===== config.mk =====
export PLATFORM = sky130hd
export DESIGN_NAME = wav_pcm_header_parser
export DESIGN_NICKNAME = d
export VERILOG_FILES = /design/src/rtl/core/wph_pkg.sv /design/src/rtl/core/wph_parse_core.sv /design/src/rtl/core/wav_pcm_header_parser.sv
export SDC_FILE = /design/constraint.sdc
export NUM_CORES = 1
export LEC_CHECK = 0
export BUFFER_PORTS_ARGS = -buffer_cell sky130_fd_sc_hd__buf_2
export CAP_MARGIN = 20
export CELL_PAD_IN_SITES_DETAIL_PLACEMENT = 0
export CELL_PAD_IN_SITES_GLOBAL_PLACEMENT = 1
export CORE_UTILIZATION = 45
export DETAILED_ROUTE_END_ITERATION = 10
export GPL_TIMING_DRIVEN = 0
export PLACE_DENSITY_LB_ADDON = 0.2
export RECOVER_POWER = 50
export SYNTH_ARGS = -nofsm -noshare
export SYNTH_HDL_FRONTEND = slang
export SYNTH_HIERARCHICAL = 1
export SYNTH_SLANG_ARGS = --single-unit

===== constraint.sdc =====
create_clock -name clk -period 10.6 [get_ports clk]
set_input_delay 1.59 -clock clk [delete_from_list [all_inputs] [get_ports clk]]
set_output_delay 1.59 -clock clk [all_outputs]
set_load 0.02 [all_outputs]

===== src/rtl/core/wph_pkg.sv =====
// Package for the WAV PCM header parser: widths, phase codes, tags,
// failure codes and the result struct. No dependencies.
`default_nettype none

package wph_pkg;

    localparam int LEN_W    = 20;   // byte position / total length width
    localparam int NCS_W    = 34;   // next chunk start, full width
    localparam int SUM_W    = NCS_W + 1;
    localparam int OFS_W    = 20;
    localparam int CNT_W    = 19;
    localparam int RATE_W   = 32;
    localparam int REASON_W = 3;

    localparam logic [2:0] PH_HEADER    = 3'd0;
    localparam logic [2:0] PH_WAIT      = 3'd1;
    localparam logic [2:0] PH_CHUNK_HDR = 3'd2;
    localparam logic [2:0] PH_FMT       = 3'd3;
    localparam logic [2:0] PH_IDLE      = 3'd4;

    localparam logic [31:0] TAG_RIFF = 32'h4646_4952;
    localparam logic [31:0] TAG_WAVE = 32'h4556_4157;
    localparam logic [31:0] TAG_FMT  = 32'h2074_6D66;
    localparam logic [31:0] TAG_DATA = 32'h6174_6164;

    localparam logic [LEN_W-1:0] MIN_FILE_BYTES = LEN_W'(44);
    localparam logic [NCS_W-1:0] FIRST_CHUNK    = NCS_W'(12);
    localparam logic [31:0]      FMT_MIN_BYTES  = 32'd16;

    localparam logic [REASON_W-1:0] FAIL_NONE    = 3'd0;
    localparam logic [REASON_W-1:0] FAIL_SHORT   = 3'd1;
    localparam logic [REASON_W-1:0] FAIL_TAGS    = 3'd2;
    localparam logic [REASON_W-1:0] FAIL_OVERRUN = 3'd3;
    localparam logic [REASON_W-1:0] FAIL_NO_PCM  = 3'd4;
    localparam logic [REASON_W-1:0] FAIL_EMPTY   = 3'd5;
    localparam logic [REASON_W-1:0] FAIL_NO_DATA = 3'd6;

    typedef struct packed {
        logic                valid;
        logic                found;
        logic [REASON_W-1:0] fail_reason;
        logic [OFS_W-1:0]    data_offset;
        logic [CNT_W-1:0]    num_samples;
        logic [RATE_W-1:0]   rate_hz;
    } wph_result_t;

endpackage

`default_nettype wire


===== src/rtl/core/wph_parse_core.sv =====
// Parser state and per-byte step logic of the WAV PCM header parser.
// Depends on wph_pkg.
`default_nettype none

module wph_parse_core (
    input  wire logic                      clk,
    input  wire logic                      rst_n,
    input  wire logic                      step,
    input  wire logic [7:0]                in_byte,
    input  wire logic [wph_pkg::LEN_W-1:0] in_total,
    input  wire logic                      in_last,
    output wph_pkg::wph_result_t           res
);

    logic [wph_pkg::LEN_W-1:0] pos_reg, pos_next;
    logic [2:0]                phase_reg, phase_next;
    logic [31:0]               tag_reg, tag_next;
    logic [31:0]               len_reg, len_next;
    logic [wph_pkg::NCS_W-1:0] ncs_reg, ncs_next;
    logic [47:0]               ff_reg, ff_next;
    logic                      pcm_reg, pcm_next;
    logic [31:0]               rate_reg, rate_next;
    logic                      verdict_reg, verdict_next;

    logic [31:0]               tag_shift, len_shift;
    logic [wph_pkg::SUM_W-1:0] pay, chunk_end, hdr_start, fmt_start, total_ext, pos_ext;
    logic [2:0]                off;
    logic [3:0]                fp;

    function automatic wph_pkg::wph_result_t make_fail(input logic [2:0] code);
        wph_pkg::wph_result_t r;
        r             = '0;
        r.valid       = 1'b1;
        r.fail_reason = code;
        return r;
    endfunction

    assign tag_shift = {in_byte, tag_reg[31:8]};
    assign len_shift = {in_byte, len_reg[31:8]};
    assign total_ext = {{(wph_pkg::SUM_W-wph_pkg::LEN_W){1'b0}}, in_total};
    assign pos_ext   = {{(wph_pkg::SUM_W-wph_pkg::LEN_W){1'b0}}, pos_reg};
    assign pay       = {1'b0, ncs_reg} + wph_pkg::SUM_W'(8);
    assign chunk_end = pay + {3'b000, len_shift};
    assign hdr_start = chunk_end + {{(wph_pkg::SUM_W-1){1'b0}}, len_shift[0]};
    assign fmt_start = pay + {3'b000, len_reg} + {{(wph_pkg::SUM_W-1){1'b0}}, len_reg[0]};
    assign off       = pos_reg[2:0] - ncs_reg[2:0];
    assign fp        = pos_reg[3:0] - (ncs_reg[3:0] + 4'd8);

    always_comb
    begin
        logic hdr;
        pos_next     = pos_reg;
        phase_next   = phase_reg;
        tag_next     = tag_reg;
        len_next     = len_reg;
        ncs_next     = ncs_reg;
        ff_next      = ff_reg;
        pcm_next     = pcm_reg;
        rate_next    = rate_reg;
        verdict_next = verdict_reg;
        res          = '0;
        hdr          = 1'b0;
        if (step)
        begin
            if (!verdict_reg)
            begin
                case (phase_reg)
                    wph_pkg::PH_HEADER:
                    begin
                        if (pos_reg == '0 && in_total < wph_pkg::MIN_FILE_BYTES)
                        begin
                            res = make_fail(wph_pkg::FAIL_SHORT);
                        end
                        else
                        begin
                            tag_next = tag_shift;
                            if (pos_reg == wph_pkg::LEN_W'(3) && tag_shift != wph_pkg::TAG_RIFF)
                            begin
                                res = make_fail(wph_pkg::FAIL_TAGS);
                            end
                            else if (pos_reg == wph_pkg::LEN_W'(11))
                            begin
                                if (tag_shift != wph_pkg::TAG_WAVE)
                                begin
                                    res = make_fail(wph_pkg::FAIL_TAGS);
                                end
                                else
                                begin
                                    phase_next = wph_pkg::PH_WAIT;
                                    ncs_next   = wph_pkg::FIRST_CHUNK;
                                end
                            end
                        end
                    end
                    wph_pkg::PH_WAIT, wph_pkg::PH_CHUNK_HDR:
                    begin
                        hdr = (phase_reg == wph_pkg::PH_CHUNK_HDR);
                        if (phase_reg == wph_pkg::PH_WAIT && pos_ext == {1'b0, ncs_reg})
                        begin
                            // need a full 8-byte chunk header inside the file
                            if (pay > total_ext)
                            begin
                                phase_next = wph_pkg::PH_IDLE;
                            end
                            else
                            begin
                                phase_next = wph_pkg::PH_CHUNK_HDR;
                                hdr        = 1'b1;
                            end
                        end
                        if (hdr)
                        begin
                            if (off < 3'd4)
                            begin
                                tag_next = tag_shift;
                            end
                            else
                            begin
                                len_next = len_shift;
                            end
                            if (off == 3'd7)
                            begin
                                if (chunk_end > total_ext)
                                begin
                                    res = make_fail(wph_pkg::FAIL_OVERRUN);
                                end
                                else if (tag_reg == wph_pkg::TAG_FMT
                                         && len_shift >= wph_pkg::FMT_MIN_BYTES)
                                begin
                                    phase_next = wph_pkg::PH_FMT;
                                end
                                else if (tag_reg == wph_pkg::TAG_DATA)
                                begin
                                    if (!pcm_reg)
                                    begin
                                        res = make_fail(wph_pkg::FAIL_NO_PCM);
                                    end
                                    else if (len_shift[31:1] == '0)
                                    begin
                                        res = make_fail(wph_pkg::FAIL_EMPTY);
                                    end
                                    else
                                    begin
                                        res.valid       = 1'b1;
                                        res.found       = 1'b1;
                                        res.fail_reason = wph_pkg::FAIL_NONE;
                                        res.data_offset = pay[wph_pkg::OFS_W-1:0];
                                        res.num_samples = len_shift[wph_pkg::CNT_W:1];
                                        res.rate_hz     = rate_reg;
                                    end
                                end
                                else
                                begin
                                    ncs_next   = hdr_start[wph_pkg::NCS_W-1:0];
                                    phase_next = wph_pkg::PH_WAIT;
                                end
                            end
                        end
                    end
                    wph_pkg::PH_FMT:
                    begin
                        // fmt payload: format, channels, rate, ..., bits per sample
                        case (fp)
                            4'd0:    ff_next[7:0]     = in_byte;
                            4'd1:    ff_next[15:8]    = in_byte;
                            4'd2:    ff_next[23:16]   = in_byte;
                            4'd3:    ff_next[31:24]   = in_byte;
                            4'd4:    rate_next[7:0]   = in_byte;
                            4'd5:    rate_next[15:8]  = in_byte;
                            4'd6:    rate_next[23:16] = in_byte;
                            4'd7:    rate_next[31:24] = in_byte;
                            4'd14:   ff_next[39:32]   = in_byte;
                            4'd15:   ff_next[47:40]   = in_byte;
                            default: ;
                        endcase
                        if (fp == 4'd15)
                        begin
                            pcm_next   = (ff_next[15:0] == 16'd1) && (ff_next[31:16] == 16'd1)
                                         && (ff_next[47:32] == 16'd16);
                            ncs_next   = fmt_start[wph_pkg::NCS_W-1:0];
                            phase_next = wph_pkg::PH_WAIT;
                        end
                    end
                    default: ;
                endcase
                if (res.valid)
                begin
                    verdict_next = 1'b1;
                    phase_next   = wph_pkg::PH_IDLE;
                end
            end

            if (&pos_reg)
            begin
                if (!verdict_next)
                begin
                    phase_next = wph_pkg::PH_IDLE;
                end
            end
            else
            begin
                pos_next = pos_reg + wph_pkg::LEN_W'(1);
            end

            if (in_last)
            begin
                if (!verdict_next)
                begin
                    res = make_fail((phase_next == wph_pkg::PH_HEADER) ?
                                    wph_pkg::FAIL_SHORT : wph_pkg::FAIL_NO_DATA);
                end
                pos_next     = '0;
                phase_next   = wph_pkg::PH_HEADER;
                tag_next     = '0;
                len_next     = '0;
                ncs_next     = wph_pkg::FIRST_CHUNK;
                ff_next      = '0;
                pcm_next     = 1'b0;
                rate_next    = '0;
                verdict_next = 1'b0;
            end
        end
    end

    always_ff @(posedge clk or negedge rst_n)
    begin
        if (!rst_n)
        begin
            pos_reg     <= '0;
            phase_reg   <= wph_pkg::PH_HEADER;
            tag_reg     <= '0;
            len_reg     <= '0;
            ncs_reg     <= wph_pkg::FIRST_CHUNK;
            ff_reg      <= '0;
            pcm_reg     <= 1'b0;
            rate_reg    <= '0;
            verdict_reg <= 1'b0;
        end
        else
        begin
            pos_reg     <= pos_next;
            phase_reg   <= phase_next;
            tag_reg     <= tag_next;
            len_reg     <= len_next;
            ncs_reg     <= ncs_next;
            ff_reg      <= ff_next;
            pcm_reg     <= pcm_next;
            rate_reg    <= rate_next;
            verdict_reg <= verdict_next;
        end
    end

    a_verdict_idle: assert property (@(posedge clk) disable iff (!rst_n)
        verdict_reg |-> phase_reg == wph_pkg::PH_IDLE)
        else $error("verdict given but parser not idle");

    a_found_ok: assert property (@(posedge clk) disable iff (!rst_n)
        res.valid |-> (res.found == (res.fail_reason == wph_pkg::FAIL_NONE)))
        else $error("found flag disagrees with fail reason");

    a_last_resets: assert property (@(posedge clk) disable iff (!rst_n)
        step && in_last |=> pos_reg == '0 && !verdict_reg && phase_reg == wph_pkg::PH_HEADER)
        else $error("state not cleared after last byte");

endmodule

`default_nettype wire


===== src/rtl/core/wav_pcm_header_parser.sv =====
// Top level of the WAV PCM header parser: input register, parse core,
// result register. Depends on wph_pkg and wph_parse_core.
//
// Usage:
//   s_axis carries the file one byte per transaction; tdata holds the byte
//   and the total file length, tlast marks the final byte of the file.
//   m_axis carries at most one verdict per file: found flag, fail reason,
//   payload offset, sample count and sample rate.
//   Throughput: one byte per cycle unless a verdict waits on a stalled receiver;
//   set by the combinational step logic between the input and result registers.
//   A verdict is computed from the byte held in the input register and is
//   loaded into the result register, from which it is presented on m_axis.
//   Reset clears the parser to the start of a new file and empties both
//   registers. After the byte marked tlast the parser restarts as well.
//   When the receiver stalls with a verdict pending, the byte in the input
//   register waits and s_axis_tready drops until the verdict is taken.
`default_nettype none

module wav_pcm_header_parser (
    input  wire logic        clk,
    input  wire logic        rst_n,
    input  wire logic        s_axis_tvalid,
    output logic             s_axis_tready,
    input  wire logic [31:0] s_axis_tdata,  // data_byte[7:0], total_bytes[27:8], zero fill
    input  wire logic        s_axis_tlast,
    output logic             m_axis_tvalid,
    input  wire logic        m_axis_tready,
    output logic [79:0]      m_axis_tdata   // found[0], fail_reason[3:1], data_offset[23:4],
                                            // num_samples[42:24], rate_hz[74:43], zero fill
);

    logic                      in_valid_reg;
    logic [7:0]                in_byte_reg;
    logic [wph_pkg::LEN_W-1:0] in_total_reg;
    logic                      in_last_reg;
    logic                      advance;
    logic                      out_valid_reg;
    logic [74:0]               out_data_reg;
    wph_pkg::wph_result_t      res;

    assign advance       = in_valid_reg && (!out_valid_reg || m_axis_tready);
    assign s_axis_tready = !in_valid_reg || advance;
    assign m_axis_tvalid = out_valid_reg;
    assign m_axis_tdata  = {5'b00000, out_data_reg};

    always_ff @(posedge clk or negedge rst_n)
    begin
        if (!rst_n)
        begin
            in_valid_reg <= 1'b0;
        end
        else if (s_axis_tready)
        begin
            in_valid_reg <= s_axis_tvalid;
        end
    end

    always_ff @(posedge clk)
    begin
        if (s_axis_tready && s_axis_tvalid)
        begin
            in_byte_reg  <= s_axis_tdata[7:0];
            in_total_reg <= s_axis_tdata[27:8];
            in_last_reg  <= s_axis_tlast;
        end
    end

    wph_parse_core u_core (
        .clk      (clk),
        .rst_n    (rst_n),
        .step     (advance),
        .in_byte  (in_byte_reg),
        .in_total (in_total_reg),
        .in_last  (in_last_reg),
        .res      (res)
    );

    always_ff @(posedge clk or negedge rst_n)
    begin
        if (!rst_n)
        begin
            out_valid_reg <= 1'b0;
        end
        else if (advance && res.valid)
        begin
            out_valid_reg <= 1'b1;
        end
        else if (m_axis_tready)
        begin
            out_valid_reg <= 1'b0;
        end
    end

    always_ff @(posedge clk)
    begin
        if (advance && res.valid)
        begin
            out_data_reg <= {res.rate_hz, res.num_samples, res.data_offset,
                             res.fail_reason, res.found};
        end
    end

    a_stall_cause: assert property (@(posedge clk) disable iff (!rst_n)
        !s_axis_tready |-> in_valid_reg && out_valid_reg && !m_axis_tready)
        else $error("input stalled without a blocked verdict");

    a_result_loaded: assert property (@(posedge clk) disable iff (!rst_n)
        advance && res.valid |=> out_valid_reg)
        else $error("verdict lost on the way to the result register");

    a_input_held: assert property (@(posedge clk) disable iff (!rst_n)
        in_valid_reg && !advance |=> in_valid_reg && $stable(in_byte_reg)
                                     && $stable(in_last_reg))
        else $error("waiting byte changed before it was processed");

endmodule

`default_nettype wire


==> metrics.txt <==
post-synthesis sequential area ratio=between 40% and 50%; failing checks=capacitance limit, slew limit; WHS Endpoint=u_core/tag_reg[4]; H-tree depth=2; GR peak layer=met2; crit path capture type=register; post-route cell area=between 0.02 and 0.025 mm2; critical path launch point type=register; final setup TNS=0 ns; GR Layer Usage met1=41.3%; switching power=between 1 and 1.5 mW; clk slew on worst S/H paths=around 0.06 ns; Worst Tran Pin Value=roughly 6.4 ns; Placed Area=approximately 0.021 mm2; hold_ws=0.483 ns; Tmin final=9.05 ns; Distinct cells, synth=89; postcts setup bufs=0; status=finished, violations left; Pins Over Slew Limit=233; syn avg cell area=9.89 um2; Ports=about 120; hold path cells=2; Peak supply drop=~110 uV; Die W=between 200 and 250 um; FF-to-FF setup slack=about 1.6 ns; global placer's final weighted congestion=0.968; sequential share of power=between 30% and 40%; Leak Pwr=around 9.6 nW; Setup-failing EPs final=0; total wire length=about 60 mm; Worst Path Arrival=9.44 ns; Setup CP Type=register to register; Core Footprint=0.0422 mm2; EDFF count, synth=104; TritonCTS clock tree=yes; num rows=75; Final Power=~3.9 mW; Avg WL per Cell=22.8 um; vias per cell=6.09; YS warnings=6; DIE AREA=~0.044 mm2; drt pass-1 iters=5; Critical Path RT=between 10 and 15 ns; Max Freq=approximately 0.11 GHz; die height=around 210 um; first-pass GRT wire length=93.7 mm; Synth Flop Type=dfrtp_1; NumNets Final=2280; largest net degree at the start of global routing=~120; Antenna Diode Count=0; final hold vios=0; DRT iter0 DRCs=1475; met3 Resource Use GR=under 10%; P&R area growth vs syn=13.1%; max FFs per register=75; Clock Latency Late Sink=0.56 ns; Fillers=3974; Cell Int Power=between 2 and 3 mW; ANT nets after route=0; most common cell after layout, fill and taps aside=dfrtp_1; Synth area leader=dfrtp_1; Max FO, Critical Path=10; dominant cells by area after synthesis=dfrtp_1 (26%), edfxtp_1 (16%), ha_1 (7.4%); sw frac=around a third; reg2reg end=out_data_reg[33]; share of the synthesized area in the top cell type=roughly 26%; number of global-route vias before repair=around 15000; PostCTS Resize Cnt=0; RSZ-0062 raised after global routing=no; period utilization=a little under nine tenths; share of layout cells above drive strength 1=a little under a tenth; CTS Sinks=about 300; R2R depth=23; Pwr Density=about 180 mW/mm2; Combinational Power Share=roughly a quarter; synthesized instance count=slightly below 2000; hpwl dp=46.1 mm; hold_sp=u_core/tag_reg[4]; met2 usage=approximately two fifths; initial antenna violation count=1; DRC violations left=0; CTS buffer count=38; max-cap violations=3; asr flop ratio synth=around 66%; CTS root buf=clkbuf_16; CTS hold repair buffers=0; Final Skew=approximately 0.020 ns; CTS max path bufs=3; Buffers on Ports=109; Rel. slew slack=-329%; Reg-to-Reg Start=u_core/ncs_reg[3]; synthesized cell area=0.0194 mm2; most frequent cells in the layout=dfrtp_1 (200), clkbuf_1 (162), nand2_1 (130); Hold WC Path Type=register to register; DR vias=between 15000 and 20000; flops & latches, synth=just over 300; Overflow after GRT=0; clock power share=between 30% and 40%; Overall Global Routing Usage=around 28%; Initial Util=~46%
-- metal layers --
metal,vias up,routed length [um],share of wire (%)
li1,7618,-,-
met1,8104,29400,48
met2,573,26600,43
met3,101,3910,6.4
met4,0,1660,2.7
met5,-,0,0
-- how the worst max path moves through the flow --
stage,startpoint,to,slack [ns]
after floorplan,u_core/ncs_reg[3],out_data_reg[0],2.17
after global placement,u_core/ncs_reg[3],out_data_reg[22],-2.19
after detailed placement,u_core/ncs_reg[3],out_data_reg[33],1.84
after CTS,u_core/ncs_reg[3],out_data_reg[33],1.77
after global routing,rst_n,u_core/ff_reg[36],0.96
final,u_core/ncs_reg[3],out_data_reg[33],1.55
-- layout make-up --
cell class                 count  area, um2  area share [%]
multi-input combinational   1515      10700            48.5
sequential                   306       8180            37.3
clock buffer                  52       1040            4.76
tap                          539        674            3.07
timing repair buffer         118        523            2.38
buffer                        89        378            1.72
clock inverter                18        293            1.33
inverter                      56        210           0.957
-- metrics by stage --
stage | utilization, % | setup slack (ns) | cells
floorplan | - | 2.17 | 1966
global placement | 48.9 | -2.19 | 2614
detailed placement | 49.2 | 1.84 | 2621
CTS | 52.4 | 1.77 | 2691
global route | 52.0 | 0.963 | 2693
finish | 52.0 | 1.55 | 2693
-- logic make-up (layout without fill, tap and decap cells) --
group,after synthesis,in the layout,share of synthesized area (%)
AOI/OAI and AO/OA,473,473,16.6
xor gates and xnor gates,131,131,5.91
adders and majority gates,119,119,7.82
buffers and inverters,145,333,3.03
DFF,306,306,42.1
muxes,85,85,4.87
other,1,5,0.0193
and+or+nand+nor,702,702,19.7
-- cells in the mapped netlist (8+ instances only) --
| cell | count |
|---|---|
| a21oi_1 | 104 |
| nand4_1 | 37 |
| nor4_1 | 48 |
| xor2_1 | 70 |
| xnor2_1 | 61 |
| and4_1 | 15 |
| nor2_1 | 119 |
| clkbuf_1 | 73 |
| nor2b_1 | 25 |
| a22o_1 | 78 |
| edfxtp_1 | 104 |
| and2_1 | 91 |
| mux2_2 | 72 |
| a21o_1 | 29 |
| nand2b_1 | 43 |
| dfrtp_1 | 200 |
| o21ai_0 | 92 |
| nand3_1 | 60 |
| o21bai_1 | 8 |
| nand2_1 | 130 |
| mux2i_1 | 10 |
| and3_1 | 27 |
| o21ai_1 | 9 |
| or3_1 | 13 |
| nor3_1 | 46 |
| ha_1 | 115 |
| o22ai_1 | 10 |
| a211oi_1 | 15 |
| a22oi_1 | 11 |
| o21a_1 | 11 |
| a31oi_1 | 17 |
| inv_1 | 56 |
| o211ai_1 | 10 |
| o31ai_1 | 11 |
-- power by group through the flow --
| stage | Clock (mW) | Sequential, mW | Combinational (mW) |
|---|---|---|---|
| 2_1_floorplan | 0 | 1.49 | 0.680 |
| 3_3_place_gp | 0 | 1.52 | 0.981 |
| 3_5_place_dp | 0 | 1.52 | 1.00 |
| 4_1_cts | 1.42 | 1.50 | 1.01 |
| 5_1_grt | 1.46 | 1.52 | 1.10 |
| 6_report | 1.39 | 1.50 | 1.01 |
-- worst max-delay path, cell delays in order, from the launching register on --
cell	delay (ns)
dfstp_2	0.61
ha_1	0.24
and2_1	0.21
and4_1	0.21
clkbuf_1	0.42
nand3_1	0.24
xnor2_1	0.71
ha_1	0.36
and3_1	0.19
clkbuf_1	0.33
nand2_1	0.21
nand3b_1	0.12
o311ai_0	0.12
nor3_1	0.90
ha_1	0.41
nand2_1	0.12
a31oi_1	0.09
o32ai_1	0.61
and4b_1	0.31
nand4_1	0.35
nand2b_4	0.33
nor4_4	0.83
clkbuf_1	0.63
and2_1	0.30
Power figures use the tool's default switching activity.
